--- src/hw/rtl/cwpg_pkg.sv ---
// Package for the collinear word and phrase grouper.
// Holds request and response types, sequencer states and boundary codes.
// No dependencies.
`default_nettype none
package cwpg_pkg;

   localparam int WIN_RADIUS = 2;
   localparam int WIN_LEN    = 2 * WIN_RADIUS + 1;
   localparam int COORD_W    = 16;
   localparam int IDX_W      = 16;
   localparam int POS_W      = $clog2(WIN_LEN);
   localparam int LAG_W      = $clog2(WIN_RADIUS + 1);
   localparam int SUM_W      = COORD_W + $clog2(WIN_LEN);
   localparam int CNT_W      = $clog2(WIN_LEN + 1);
   localparam int D2_W       = 2 * COORD_W + 2;
   localparam int S2_W       = 2 * SUM_W;
   localparam int FAC_W      = 5;
   localparam int MUL_A_W    = S2_W;
   localparam int MUL_B_W    = SUM_W;
   localparam int PROD_W     = S2_W + 2 * FAC_W;
   localparam int STEP_W     = 3;
   localparam logic [STEP_W-1:0] STEP_LAST = 3'd7;
   localparam logic [15:0] ANGLE_SPLIT = 16'd12867;
   localparam logic [FAC_W-1:0] FAC_RESET = 5'd10;
   localparam logic [IDX_W-1:0] IDX_SAT = '1;

   localparam logic [1:0] BND_SAME   = 2'd0;
   localparam logic [1:0] BND_WORD   = 2'd1;
   localparam logic [1:0] BND_PHRASE = 2'd2;
   localparam logic [1:0] BND_NONE   = 2'd3;

   typedef struct packed {
      logic [15:0] min_first;
      logic [15:0] min_second;
      logic [15:0] max_first;
      logic [15:0] max_second;
      logic [15:0] line_angle;
      logic        last_box;
   } req_type;

   typedef struct packed {
      logic [15:0] box_index;
      logic [1:0]  boundary;
      logic [15:0] word_index;
      logic [15:0] phrase_index;
      logic        final_result;
   } rsp_type;

   typedef struct packed {
      logic [COORD_W-1:0] lo0;
      logic [COORD_W-1:0] lo1;
      logic [COORD_W-1:0] hi0;
      logic [COORD_W-1:0] hi1;
   } box_type;

   typedef enum logic [1:0] {
      ST_IDLE,
      ST_SETUP,
      ST_MUL,
      ST_LOAD
   } state_type;

endpackage
`default_nettype wire

--- src/hw/rtl/collinear_word_phrase_grouper_unit.sv ---
// Top level of the collinear word and phrase grouper.
// Depends on cwpg_pkg and cwpg_mul.
//
// Boxes of one cluster enter on req_ in line order; each request carries
// the sorted-or-not corners, the line angle and a last-box flag. Results
// leave on rsp_, one per classified box, lagging two boxes; the last box
// flushes the pending ones, so one request gives zero to three results.
// csr_ writes the phrase factor in quarters; it is always ready.
// Each result passes through a setup state that sums heights and finds
// the gap, eight steps of the shared multiplier for the squared
// compares, and a load state that fills the output register. A
// no-successor result skips the multiplier. req_ready is high only
// while the sequencer is idle, so a request waits until all results of
// the request before it are loaded.
// When the receiver stalls, the finished result holds in the output
// register and the sequencer waits before loading the next one.
// Reset (synchronous) empties the output register, clears the box and
// word/phrase counters and sets the factor to 10 (2.5). No clearing pass.
`default_nettype none
module collinear_word_phrase_grouper_unit
   import cwpg_pkg::*;
(
   input  wire logic             clock,
   input  wire logic             reset,
   input  wire logic             req_valid,
   output logic                  req_ready,
   input  wire req_type          req_data,
   output logic                  rsp_valid,
   input  wire logic             rsp_ready,
   output rsp_type               rsp_data,
   input  wire logic             csr_valid,
   output logic                  csr_ready,
   input  wire logic [FAC_W-1:0] csr_data
);
   state_type state_ff, state_in;
   box_type            box_ff [WIN_LEN];
   logic [15:0]        ang_ff [WIN_LEN];
   logic [FAC_W-1:0]   fac_ff;
   logic [IDX_W-1:0]   seen_ff, k_ff, word_ff, phrase_ff;
   logic               last_ff;
   logic [LAG_W-1:0]   lag_ff;
   logic [STEP_W-1:0]  step_ff;
   logic [SUM_W-1:0]   sum_ff;
   logic [CNT_W-1:0]   cnt_ff;
   logic [COORD_W-1:0] dx_ff, dy_ff;
   logic [D2_W-1:0]    d2_ff;
   logic [S2_W-1:0]    s2_ff, lhs_ff;
   logic [1:0]         bnd_ff;
   logic               rsp_valid_ff;
   rsp_type            rsp_ff;

   logic               req_fire, load_fire, out_free;
   logic [MUL_A_W-1:0] op_a;
   logic [MUL_B_W-1:0] op_b;
   logic [PROD_W-1:0]  prod_ff;
   logic [POS_W-1:0]   pos_c, old_c, first_c, lastp_c;
   logic [SUM_W-1:0]   sum_c;
   logic [CNT_W-1:0]   cnt_c;
   logic [COORD_W-1:0] dx_c, dy_c, ext_c;
   logic               axis1_c;
   box_type            ba_c, bb_c, new_box;
   logic [1:0]         bnd_c;

   cwpg_mul u_mul (
      .clock   (clock),
      .op_a    (op_a),
      .op_b    (op_b),
      .prod_ff (prod_ff)
   );

   assign csr_ready = 1'b1;
   assign rsp_valid = rsp_valid_ff;
   assign rsp_data  = rsp_ff;
   assign out_free  = !rsp_valid_ff || rsp_ready;

   always_comb begin
      new_box.lo0 = (req_data.min_first < req_data.max_first) ?
                    req_data.min_first : req_data.max_first;
      new_box.hi0 = (req_data.min_first < req_data.max_first) ?
                    req_data.max_first : req_data.min_first;
      new_box.lo1 = (req_data.min_second < req_data.max_second) ?
                    req_data.min_second : req_data.max_second;
      new_box.hi1 = (req_data.min_second < req_data.max_second) ?
                    req_data.max_second : req_data.min_second;
   end

   // window bounds, height sum and gap for the box being classified
   always_comb begin
      pos_c   = POS_W'(WIN_LEN - 1) - POS_W'(lag_ff);
      old_c   = (k_ff >= IDX_W'(WIN_LEN - 1)) ? '0 :
                POS_W'(WIN_LEN - 1) - POS_W'(k_ff);
      first_c = (pos_c >= POS_W'(WIN_RADIUS)) ? pos_c - POS_W'(WIN_RADIUS) : '0;
      if (first_c < old_c) begin
         first_c = old_c;
      end
      lastp_c = (pos_c >= POS_W'(WIN_LEN - 1 - WIN_RADIUS)) ?
                POS_W'(WIN_LEN - 1) : pos_c + POS_W'(WIN_RADIUS);
      cnt_c   = CNT_W'(lastp_c) - CNT_W'(first_c) + CNT_W'(1);
      axis1_c = ang_ff[pos_c] <= ANGLE_SPLIT;
      sum_c   = '0;
      for (int i = 0; i < WIN_LEN; i++) begin
         ext_c = axis1_c ? box_ff[i].hi1 - box_ff[i].lo1 : box_ff[i].hi0 - box_ff[i].lo0;
         if (ext_c == '0) begin
            ext_c = COORD_W'(1);
         end
         if (POS_W'(i) >= first_c && POS_W'(i) <= lastp_c) begin
            sum_c = sum_c + SUM_W'(ext_c);
         end
      end
      ba_c = box_ff[pos_c];
      bb_c = (pos_c == POS_W'(WIN_LEN - 1)) ? box_ff[pos_c] : box_ff[pos_c + POS_W'(1)];
      if (ba_c.hi0 < bb_c.lo0) begin
         dx_c = bb_c.lo0 - ba_c.hi0;
      end else if (bb_c.hi0 < ba_c.lo0) begin
         dx_c = ba_c.lo0 - bb_c.hi0;
      end else begin
         dx_c = '0;
      end
      if (ba_c.hi1 < bb_c.lo1) begin
         dy_c = bb_c.lo1 - ba_c.hi1;
      end else if (bb_c.hi1 < ba_c.lo1) begin
         dy_c = ba_c.lo1 - bb_c.hi1;
      end else begin
         dy_c = '0;
      end
   end

   always_comb begin
      if (lhs_ff <= s2_ff) begin
         bnd_c = BND_SAME;
      end else if ({lhs_ff, 4'b0} < (S2_W + 4)'(prod_ff) ||
                   prod_ff[PROD_W-1:S2_W+4] != '0) begin
         bnd_c = BND_WORD;
      end else begin
         bnd_c = BND_PHRASE;
      end
   end

   // next state
   always_comb begin
      state_in = state_ff;
      unique case (state_ff)
         ST_IDLE: begin
            if (req_valid && (seen_ff >= IDX_W'(WIN_RADIUS) || req_data.last_box)) begin
               state_in = ST_SETUP;
            end
         end
         ST_SETUP: begin
            state_in = (lag_ff == '0) ? ST_LOAD : ST_MUL;
         end
         ST_MUL: begin
            if (step_ff == STEP_LAST) begin
               state_in = ST_LOAD;
            end
         end
         ST_LOAD: begin
            if (out_free) begin
               state_in = (last_ff && lag_ff != '0) ? ST_SETUP : ST_IDLE;
            end
         end
         default: state_in = ST_IDLE;
      endcase
   end

   // outputs of the sequencer
   always_comb begin
      req_ready = state_ff == ST_IDLE;
      req_fire  = req_valid && req_ready;
      load_fire = state_ff == ST_LOAD && out_free;
      op_a      = '0;
      op_b      = '0;
      unique case (step_ff)
         3'd0: begin
            op_a = MUL_A_W'(dx_ff);
            op_b = MUL_B_W'(dx_ff);
         end
         3'd1: begin
            op_a = MUL_A_W'(dy_ff);
            op_b = MUL_B_W'(dy_ff);
         end
         3'd2: begin
            op_a = MUL_A_W'(sum_ff);
            op_b = sum_ff;
         end
         3'd3: begin
            op_a = MUL_A_W'(cnt_ff);
            op_b = MUL_B_W'(cnt_ff);
         end
         3'd4: begin
            op_a = MUL_A_W'(d2_ff);
            op_b = prod_ff[MUL_B_W-1:0];
         end
         3'd5: begin
            op_a = MUL_A_W'(fac_ff);
            op_b = MUL_B_W'(fac_ff);
         end
         3'd6: begin
            op_a = s2_ff;
            op_b = prod_ff[MUL_B_W-1:0];
         end
         default: begin
            op_a = '0;
            op_b = '0;
         end
      endcase
   end

   always_ff @(posedge clock) begin
      if (reset) begin
         state_ff     <= ST_IDLE;
         fac_ff       <= FAC_RESET;
         seen_ff      <= '0;
         word_ff      <= '0;
         phrase_ff    <= '0;
         rsp_valid_ff <= 1'b0;
         step_ff      <= '0;
      end else begin
         state_ff <= state_in;
         if (csr_valid) begin
            fac_ff <= csr_data;
         end
         if (load_fire) begin
            rsp_valid_ff <= 1'b1;
         end else if (rsp_valid_ff && rsp_ready) begin
            rsp_valid_ff <= 1'b0;
         end
         if (req_fire) begin
            seen_ff <= req_data.last_box ? '0 :
                       (seen_ff == IDX_SAT) ? IDX_SAT : seen_ff + IDX_W'(1);
         end
         step_ff <= (state_ff == ST_MUL) ? step_ff + STEP_W'(1) : '0;
         if (load_fire) begin
            if (last_ff && lag_ff == '0) begin
               word_ff   <= '0;
               phrase_ff <= '0;
            end else begin
               if ((bnd_ff == BND_WORD || bnd_ff == BND_PHRASE) && word_ff != IDX_SAT) begin
                  word_ff <= word_ff + IDX_W'(1);
               end
               if (bnd_ff == BND_PHRASE && phrase_ff != IDX_SAT) begin
                  phrase_ff <= phrase_ff + IDX_W'(1);
               end
            end
         end
      end
   end

   always_ff @(posedge clock) begin
      if (req_fire) begin
         for (int i = 0; i < WIN_LEN - 1; i++) begin
            box_ff[i] <= box_ff[i+1];
            ang_ff[i] <= ang_ff[i+1];
         end
         box_ff[WIN_LEN-1] <= new_box;
         ang_ff[WIN_LEN-1] <= req_data.line_angle;
         k_ff    <= seen_ff;
         last_ff <= req_data.last_box;
         lag_ff  <= (seen_ff >= IDX_W'(WIN_RADIUS)) ? LAG_W'(WIN_RADIUS) :
                    seen_ff[LAG_W-1:0];
      end
      if (state_ff == ST_SETUP) begin
         sum_ff <= sum_c;
         cnt_ff <= cnt_c;
         dx_ff  <= dx_c;
         dy_ff  <= dy_c;
         bnd_ff <= BND_NONE;
      end
      if (state_ff == ST_MUL) begin
         unique case (step_ff)
            3'd1: d2_ff <= prod_ff[D2_W-1:0];
            3'd2: d2_ff <= d2_ff + prod_ff[D2_W-1:0];
            3'd3: s2_ff <= prod_ff[S2_W-1:0];
            3'd5: lhs_ff <= prod_ff[S2_W-1:0];
            3'd7: bnd_ff <= bnd_c;
            default: begin
            end
         endcase
      end
      if (load_fire) begin
         rsp_ff.box_index    <= (k_ff == IDX_SAT) ? IDX_SAT : k_ff - IDX_W'(lag_ff);
         rsp_ff.boundary     <= bnd_ff;
         rsp_ff.word_index   <= word_ff;
         rsp_ff.phrase_index <= phrase_ff;
         rsp_ff.final_result <= bnd_ff == BND_NONE;
         if (last_ff && lag_ff != '0) begin
            lag_ff <= lag_ff - LAG_W'(1);
         end
      end
   end
endmodule
`default_nettype wire

--- src/hw/rtl/cwpg_mul.sv ---
// Shared multiplier of the grouper with a registered product.
// Depends on cwpg_pkg.
`default_nettype none
module cwpg_mul
   import cwpg_pkg::*;
(
   input  wire logic               clock,
   input  wire logic [MUL_A_W-1:0] op_a,
   input  wire logic [MUL_B_W-1:0] op_b,
   output logic      [PROD_W-1:0]  prod_ff
);
   logic [MUL_A_W+MUL_B_W-1:0] prod_in;

   assign prod_in = op_a * op_b;

   always_ff @(posedge clock) begin
      prod_ff <= prod_in[PROD_W-1:0];
   end
endmodule
`default_nettype wire

--- config.mk ---
export PLATFORM = sky130hd
export DESIGN_NAME = collinear_word_phrase_grouper_unit
export DESIGN_NICKNAME = d
export VERILOG_FILES = /design/src/hw/rtl/cwpg_pkg.sv /design/src/hw/rtl/collinear_word_phrase_grouper_unit.sv /design/src/hw/rtl/cwpg_mul.sv
export SDC_FILE = /design/constraint.sdc
export NUM_CORES = 2
export LEC_CHECK = 0
export ABC_CLOCK_PERIOD_IN_PS = 9800
export BUFFER_PORTS_ARGS = -buffer_cell sky130_fd_sc_hd__buf_2
export CORE_MARGIN = 1.5
export CORE_UTILIZATION = 59
export DETAILED_ROUTE_END_ITERATION = 16
export GPL_TIMING_DRIVEN = 0
export PLACE_DENSITY = 0.83
export REMOVE_ABC_BUFFERS = 1
export SETUP_SLACK_MARGIN = 0.15
export SLEW_MARGIN = 20
export SYNTH_ARGS = -nofsm -noshare
export SYNTH_HDL_FRONTEND = slang
export SYNTH_SLANG_ARGS = --single-unit
--- constraint.sdc ---
create_clock -name clock -period 9.8 [get_ports clock]
set_input_delay 0.98 -clock clock [delete_from_list [all_inputs] [get_ports clock]]
set_output_delay 0.98 -clock clock [all_outputs]
set_load 0.05 [all_outputs]
# Word-level counts from Yosys, hierarchy flattened
# Memories as Yosys holds them, arrays and structs flattened.
# Cells that the tools add are included.
[totals] register_bits=343 mem_bits_rw=400 inputBits=91 out_inout_bits=54 elab_cells=200 memories=2
[op_classes] add_sub_neg=32 n_mul=1 magnitude_cmp=23 n_eq_ne=21 n_mux=56 bitwise=1 reduce_logical=40
[memory_table] memory="box_ff" words=5 width=64 read_ports=7 rd_clocked_by_memory_dff=0 wr=5 line="collinear_word_phrase_grouper_unit.sv:36" source="box_type box_ff [WIN_LEN];"
[memory_table] memory="ang_ff" words=5 width=16 read_ports=5 rd_clocked_by_memory_dff=0 wr=5 line="collinear_word_phrase_grouper_unit.sv:37" source="logic [15:0] ang_ff [WIN_LEN];"
[op_table] operator="16-bit 2-to-1 mux" n=25
[op_table] operator="38-bit case mux with 7 select lines" n=1
[op_table] operator="16-bit subtractor" n=14
[op_table] operator="19-bit case mux with 6 select lines" n=1
[op_table] operator="16-bit less-than comparator" n=6
[op_table] operator="16-bit logical NOT" n=5
[op_table] operator="19-bit by 16-bit adder with 19-bit output" n=4
[op_table] operator="19-bit 2-to-1 mux" n=4
[op_table] operator="34-bit case mux with 2 select lines" n=1
[op_table] operator="64-bit 2-to-1 mux" n=1
[op_table] operator="16-bit by 1-bit adder with 16-bit output, second input constant" n=3
[op_table] operator="38-bit by 19-bit multiplier with 48-bit output" n=1
[op_table] operator="42-bit less-than comparator" n=1
[op_table] operator="38-bit <= comparator" n=1
[op_table] operator="34-bit adder" n=1
[op_table] operator="16-bit equality test, second input constant" n=2
[op_table] operator="16-bit inequality test, second input constant" n=2
[op_table] operator="2-bit 2-to-1 mux" n=12
[op_table] operator="16-bit by 2-bit >= comparator with 1-bit output, second input constant" n=1
[op_table] operator="16-bit by 3-bit >= comparator with 1-bit output, second input constant" n=1
[op_table] operator="16-bit by 14-bit <= comparator with 1-bit output, second input constant" n=1
[op_table] operator="16-bit by 2-bit subtractor with 16-bit output" n=1
[op_table] operator="3-bit equality test, second input constant" n=5
[op_table] operator="1-bit logical AND" n=13
[op_table] operator="other kinds (34)" n=67

# Depth between registers and ports, before layout
[logic_depth] ltp_word=16 ltp_mapped=50 mapped_depth_nobuf=47

# Cells and area by module
# Synthesis repeated with hierarchy kept, for this count alone.
[hier_totals] cells_unflattened=6935 area_unflattened_um2=69599.3
[modules_own_cells] module="collinear_word_phrase_grouper_unit" instances=1 cells_each=4397 area_per_inst_um2=47416.7 seq_area_each_um2=19939.1
[modules_own_cells] module="cwpg_mul" instances=1 cells_each=2538 area_per_inst_um2=22182.5 seq_area_each_um2=960.9

# Least setup slack after synthesis
# OpenSTA, ideal clock, no wires.
[synth_timing] path_kind="flip-flop to flip-flop" startpoint="register lag_ff[0]" endpoint="register sum_ff[17], data pin" arrival_time_ns=9.256 t_required_ns=9.540 slack_ns=0.285 path_stages_with_launch=49 path_buffers=7 path_cell_list="dfxtp_1 inv_2 ha_1 buf_4 buf_4 mux4_2 mux2i_1 inv_1 a21oi_4 nor2b_4 nor2_2 buf_2 buf_2 buf_2 buf_1 clkbuf_1 nand2_1 nand2_1 (+13 left out) nor3_1 ha_1 and2_1 a22o_1 a311oi_1 a21oi_1 a21o_1 a211oi_1 nor2_1 mux2_2 ha_1 nand3_1 nand2_1 a41o_1 or3_1 a21oi_1 nor3_1 xnor2_1"
[synth_between] elab_chain_cells=16 word_cells_on_any_way=49 classes_between="7 x add/sub; 13 x order compare; 18 x mux; 10 x reduce/logical; 1 x memory"
[synth_lines] element="start: declaration" line="collinear_word_phrase_grouper_unit.sv:41" source="logic [LAG_W-1:0] lag_ff;"
[synth_lines] element="start signal: assignment" line="collinear_word_phrase_grouper_unit.sv:258" source="lag_ff <= (seen_ff >= IDX_W'(WIN_RADIUS)) ? LAG_W'(WIN_RADIUS) :"
[synth_lines] element="start signal: assignment" line="collinear_word_phrase_grouper_unit.sv:286" source="lag_ff <= lag_ff - LAG_W'(1);"
[synth_lines] element="3-bit by 2-bit subtractor with 3-bit output (*)" line="collinear_word_phrase_grouper_unit.sv:89" source="pos_c = POS_W'(WIN_LEN - 1) - POS_W'(lag_ff);"
[synth_lines] element="branches (longest 14 deep; another with 19-bit by 16-bit adder with 19-bit output)"
[synth_lines] element="19-bit 2-to-1 mux (*)" line="collinear_word_phrase_grouper_unit.sv:106" source="if (POS_W'(i) >= first_c && POS_W'(i) <= lastp_c) begin"
[synth_lines] element="net sum_c[17]" line="collinear_word_phrase_grouper_unit.sv:57" source="logic [SUM_W-1:0] sum_c;"
[synth_lines] element="end signal: assignment" line="collinear_word_phrase_grouper_unit.sv:262" source="sum_ff <= sum_c;"
[synth_lines] element="end: declaration" line="collinear_word_phrase_grouper_unit.sv:43" source="logic [SUM_W-1:0] sum_ff;"
# Mark *: on every way through the listed nets, which the timed path passes.
# A chain may end at the register's enable or synchronous reset.

==> metrics <==
Reg-to-Reg End=sum_ff[17]; std cell rows=125; Filler Cell Count=between 8,000 and 9,000; critical path class=reg2reg; type of the worst min-delay path=reg2reg; commonest non-fill, non-tap cell in the layout=sky130_fd_sc_hd__inv_1; number of primary I/O pins=between 100 and 150; wire length reported by the detailed router=204,000 µm; final period utilization=1.03; number of antenna violations at the first check in global routing=20; die outline area=119,000 µm²; commonest cells after routing, fill and taps aside=sky130_fd_sc_hd__inv_1, sky130_fd_sc_hd__nand2_1, sky130_fd_sc_hd__edfxtp_1, sky130_fd_sc_hd__fa_1, sky130_fd_sc_hd__nor2_1; count of yosys warnings during synthesis=0; Avg Synthesized Cell Area=about 10 µm²; detailed router's first-iteration violation count=around 6,000; setup slack after layout=-0.251 ns; Post-CTS Hold Fix Bufs=0; core outline area=about 120,000 µm²; critical path data arrival time=10.51 ns; sort of element at the start of the critical path=register; number of buffers on the longest clock path=3; number of max-capacitance violations reported=0; prevailing post-synth register cell=sky130_fd_sc_hd__edfxtp_1; final standard cell utilization of the core=0.657; mean routed wirelength per cell=between 20 and 25 µm; Netlist cell types=91; first element of the critical path=box_ff[1][16]; Setup TNS=-0.723 ns; data required time at the worst endpoint=10.26 ns; time the worst path needs with I/O delays and setup=~10 ns; clock-pin slew of the registers on the worst-case setup and hold paths=roughly 0.060 ns; routed vias=about 55,000; final weighted congestion in routability-driven placement=around 1; Antenna Violating Nets Remaining=0; detailed-route vias per instance=around 6.3; Clock Sink Count=between 700 and 800; wire length of the first global-routing pass=312,000 µm; pre-CTS setup slack=-2.95 ns; HPWL reported at the end of detailed placement=153,000 µm; clock latency at the later pin of the worst-skew pair=about 0.67 ns; cell occurring most often along the worst timing path=sky130_fd_sc_hd__a21o_1; number of hold-slack violations in the final timing report=0; register area share after synthesis=0.308; netlist area before placement=just under 70,000 µm²; area growth from synthesis to final layout=10.6%; hold slack=0.443 ns; register bit count reported by yosys=743; Slowest-stage cell, CP=sky130_fd_sc_hd__or4_4; failing checks=setup timing; number of synthesized flops with an enable pin=roughly 630; vias in the first global route=56,300; starting density of the core=0.594; delay of the slowest critical-path stage=~0.63 ns; type of element capturing the critical path=register; buffer cell driving the clock tree root=sky130_fd_sc_hd__clkbuf_16; RSZ-0062 raised after global routing=true; worst slew margin relative to its limit=0.169; DIE HEIGHT=345 µm; overall global routing resource usage=0.343; peak clock frequency supported by timing=slightly below 100 MHz; skew final=around 0.027 ns; residual overflow from global routing=0; Setup violations, final=4; outcome=finished, violations left; proportion of layout cells with a drive suffix above 1=0.109; clock tree from TritonCTS=done; number of detailed-route iterations in the first pass=6; R2R Setup Slk=-0.25 ns; number of standard cells after synthesis=7,054; Slew @ Worst Pin=1.25 ns; Slew Viols, Final=0; DRC viols=0; crit-path max FO=6; htree depth=3; number of CTS-inserted buffers=slightly above 80; Die X-Extent=around 340 µm; number of cells on the worst hold path=0; share of flip-flops with an asynchronous set or reset after synthesis=0; worst reg2reg startpoint=box_ff[1][16]; maximum number of pins on one net before global-route repair=around 120; Worst Reg-to-Reg Cells=47; Final #Nets=~8,400; number of buffers inserted by port buffering=between 100 and 150; CP Capture Point=sum_ff[17]
==> layout make-up <==
cell class	instances	area (µm²)	area share
clock buffer	105	2210	0.0290
antenna	13	32.5	0.000427
tap	1524	1910	0.0250
multi-input combinational	5155	44400	0.582
inverter	894	3380	0.0443
sequential	743	21200	0.278
clock inverter	47	455	0.00597
timing repair buffer	285	2670	0.0350
==> worst max-delay path: cells and delay by family (launching register included) <==
kind	cells	cell delay, ns
AO/OA/AOI/OAI	19	3.60
XOR/XNOR	3	0.64
adder cells (fa/ha/maj)	6	1.38
buffers and inverters	3	0.32
flip-flops	1	0.40
multiplexers	1	0.30
AND/OR/NAND/NOR	15	3.20
==> stage by stage <==
stage	cells	cell area, µm²
2_1_floorplan	6787	67900
3_3_place_gp	8454	70500
3_5_place_dp	8509	71900
4_1_cts	8739	75800
5_1_grt	8759	76200
6_report	8766	76200
==> cells by family after synthesis <==
kind of cell | count (synthesis) | synth area share
other | 1 | 0.0000544
flip-flops | 743 | 0.308
buffers and inverters | 1161 | 0.0638
XOR/XNOR | 344 | 0.0437
multiplexers | 293 | 0.0572
adder cells (fa/ha/maj) | 1151 | 0.274
AND/OR/NAND/NOR | 2013 | 0.129
AO/OA/AOI/OAI | 1348 | 0.125
==> per-layer routing <==
| layer | global-route usage | wire [µm] | vias to the layer above |
|---|---|---|---|
| li1 | - | - | 24500 |
| met1 | 0.412 | 72500 | 26900 |
| met2 | 0.564 | 95600 | 3166 |
| met3 | 0.0773 | 21300 | 823 |
| met4 | 0.203 | 14000 | 10 |
| met5 | 0 | 59 | - |
==> synthesized netlist by cell type (39+ instances only) <==
cell type | instances | area share
sky130_fd_sc_hd__a211oi_1 | 39 | 0.0042
sky130_fd_sc_hd__a21o_1 | 170 | 0.019
sky130_fd_sc_hd__a21oi_1 | 342 | 0.025
sky130_fd_sc_hd__and3_1 | 41 | 0.0037
sky130_fd_sc_hd__buf_1 | 40 | 0.0022
sky130_fd_sc_hd__clkbuf_1 | 212 | 0.012
sky130_fd_sc_hd__dfxtp_1 | 111 | 0.032
sky130_fd_sc_hd__edfxtp_1 | 632 | 0.28
sky130_fd_sc_hd__fa_1 | 597 | 0.17
sky130_fd_sc_hd__ha_1 | 554 | 0.10
sky130_fd_sc_hd__inv_1 | 892 | 0.049
sky130_fd_sc_hd__mux2_2 | 101 | 0.016
sky130_fd_sc_hd__mux2i_1 | 121 | 0.018
sky130_fd_sc_hd__mux4_2 | 70 | 0.023
sky130_fd_sc_hd__nand2_1 | 890 | 0.048
sky130_fd_sc_hd__nand2b_1 | 65 | 0.0059
sky130_fd_sc_hd__nand3_1 | 81 | 0.0059
sky130_fd_sc_hd__nand4_1 | 54 | 0.0049
sky130_fd_sc_hd__nor2_1 | 546 | 0.030
sky130_fd_sc_hd__nor2b_1 | 67 | 0.0061
sky130_fd_sc_hd__nor3_1 | 97 | 0.0070
sky130_fd_sc_hd__o211ai_1 | 49 | 0.0053
sky130_fd_sc_hd__o21a_1 | 59 | 0.0064
sky130_fd_sc_hd__o21ai_0 | 334 | 0.024
sky130_fd_sc_hd__o31ai_1 | 39 | 0.0042
sky130_fd_sc_hd__or3_1 | 40 | 0.0036
sky130_fd_sc_hd__xnor2_1 | 201 | 0.026
sky130_fd_sc_hd__xor2_1 | 143 | 0.018
==> repair_timing <==
item	CTS	global route
pin swaps	44	26
cloned	10	2
setup endpoints to repair	33	17
resized for setup	115	64
buffers inserted	68	10
==> flip-flops by register name (all words and copies together), names as in the netlist, 19 cells and up <==
| register | flops |
|---|---|
| lhs_ff | 38 |
| ang_ff | 80 |
| d2_ff | 34 |
| box_ff | 320 |
| sum_ff | 19 |
| u_mul.prod_ff | 48 |
| rsp_data | 51 |
| s2_ff | 38 |
==> worst min path at each step <==
stage | from | to
4_1_cts | ang_ff[2][14] | ang_ff[1][14]
5_1_grt | ang_ff[4][5] | ang_ff[3][5]
3_5_place_dp | ang_ff[2][14] | ang_ff[1][14]
2_1_floorplan | ang_ff[2][6] | ang_ff[1][6]
3_3_place_gp | ang_ff[2][13] | ang_ff[1][13]
6_report | ang_ff[1][6] | ang_ff[0][6]
Power is not shown: default switching activity piles up to over one toggle a cycle in this logic, so the estimate is an artifact.
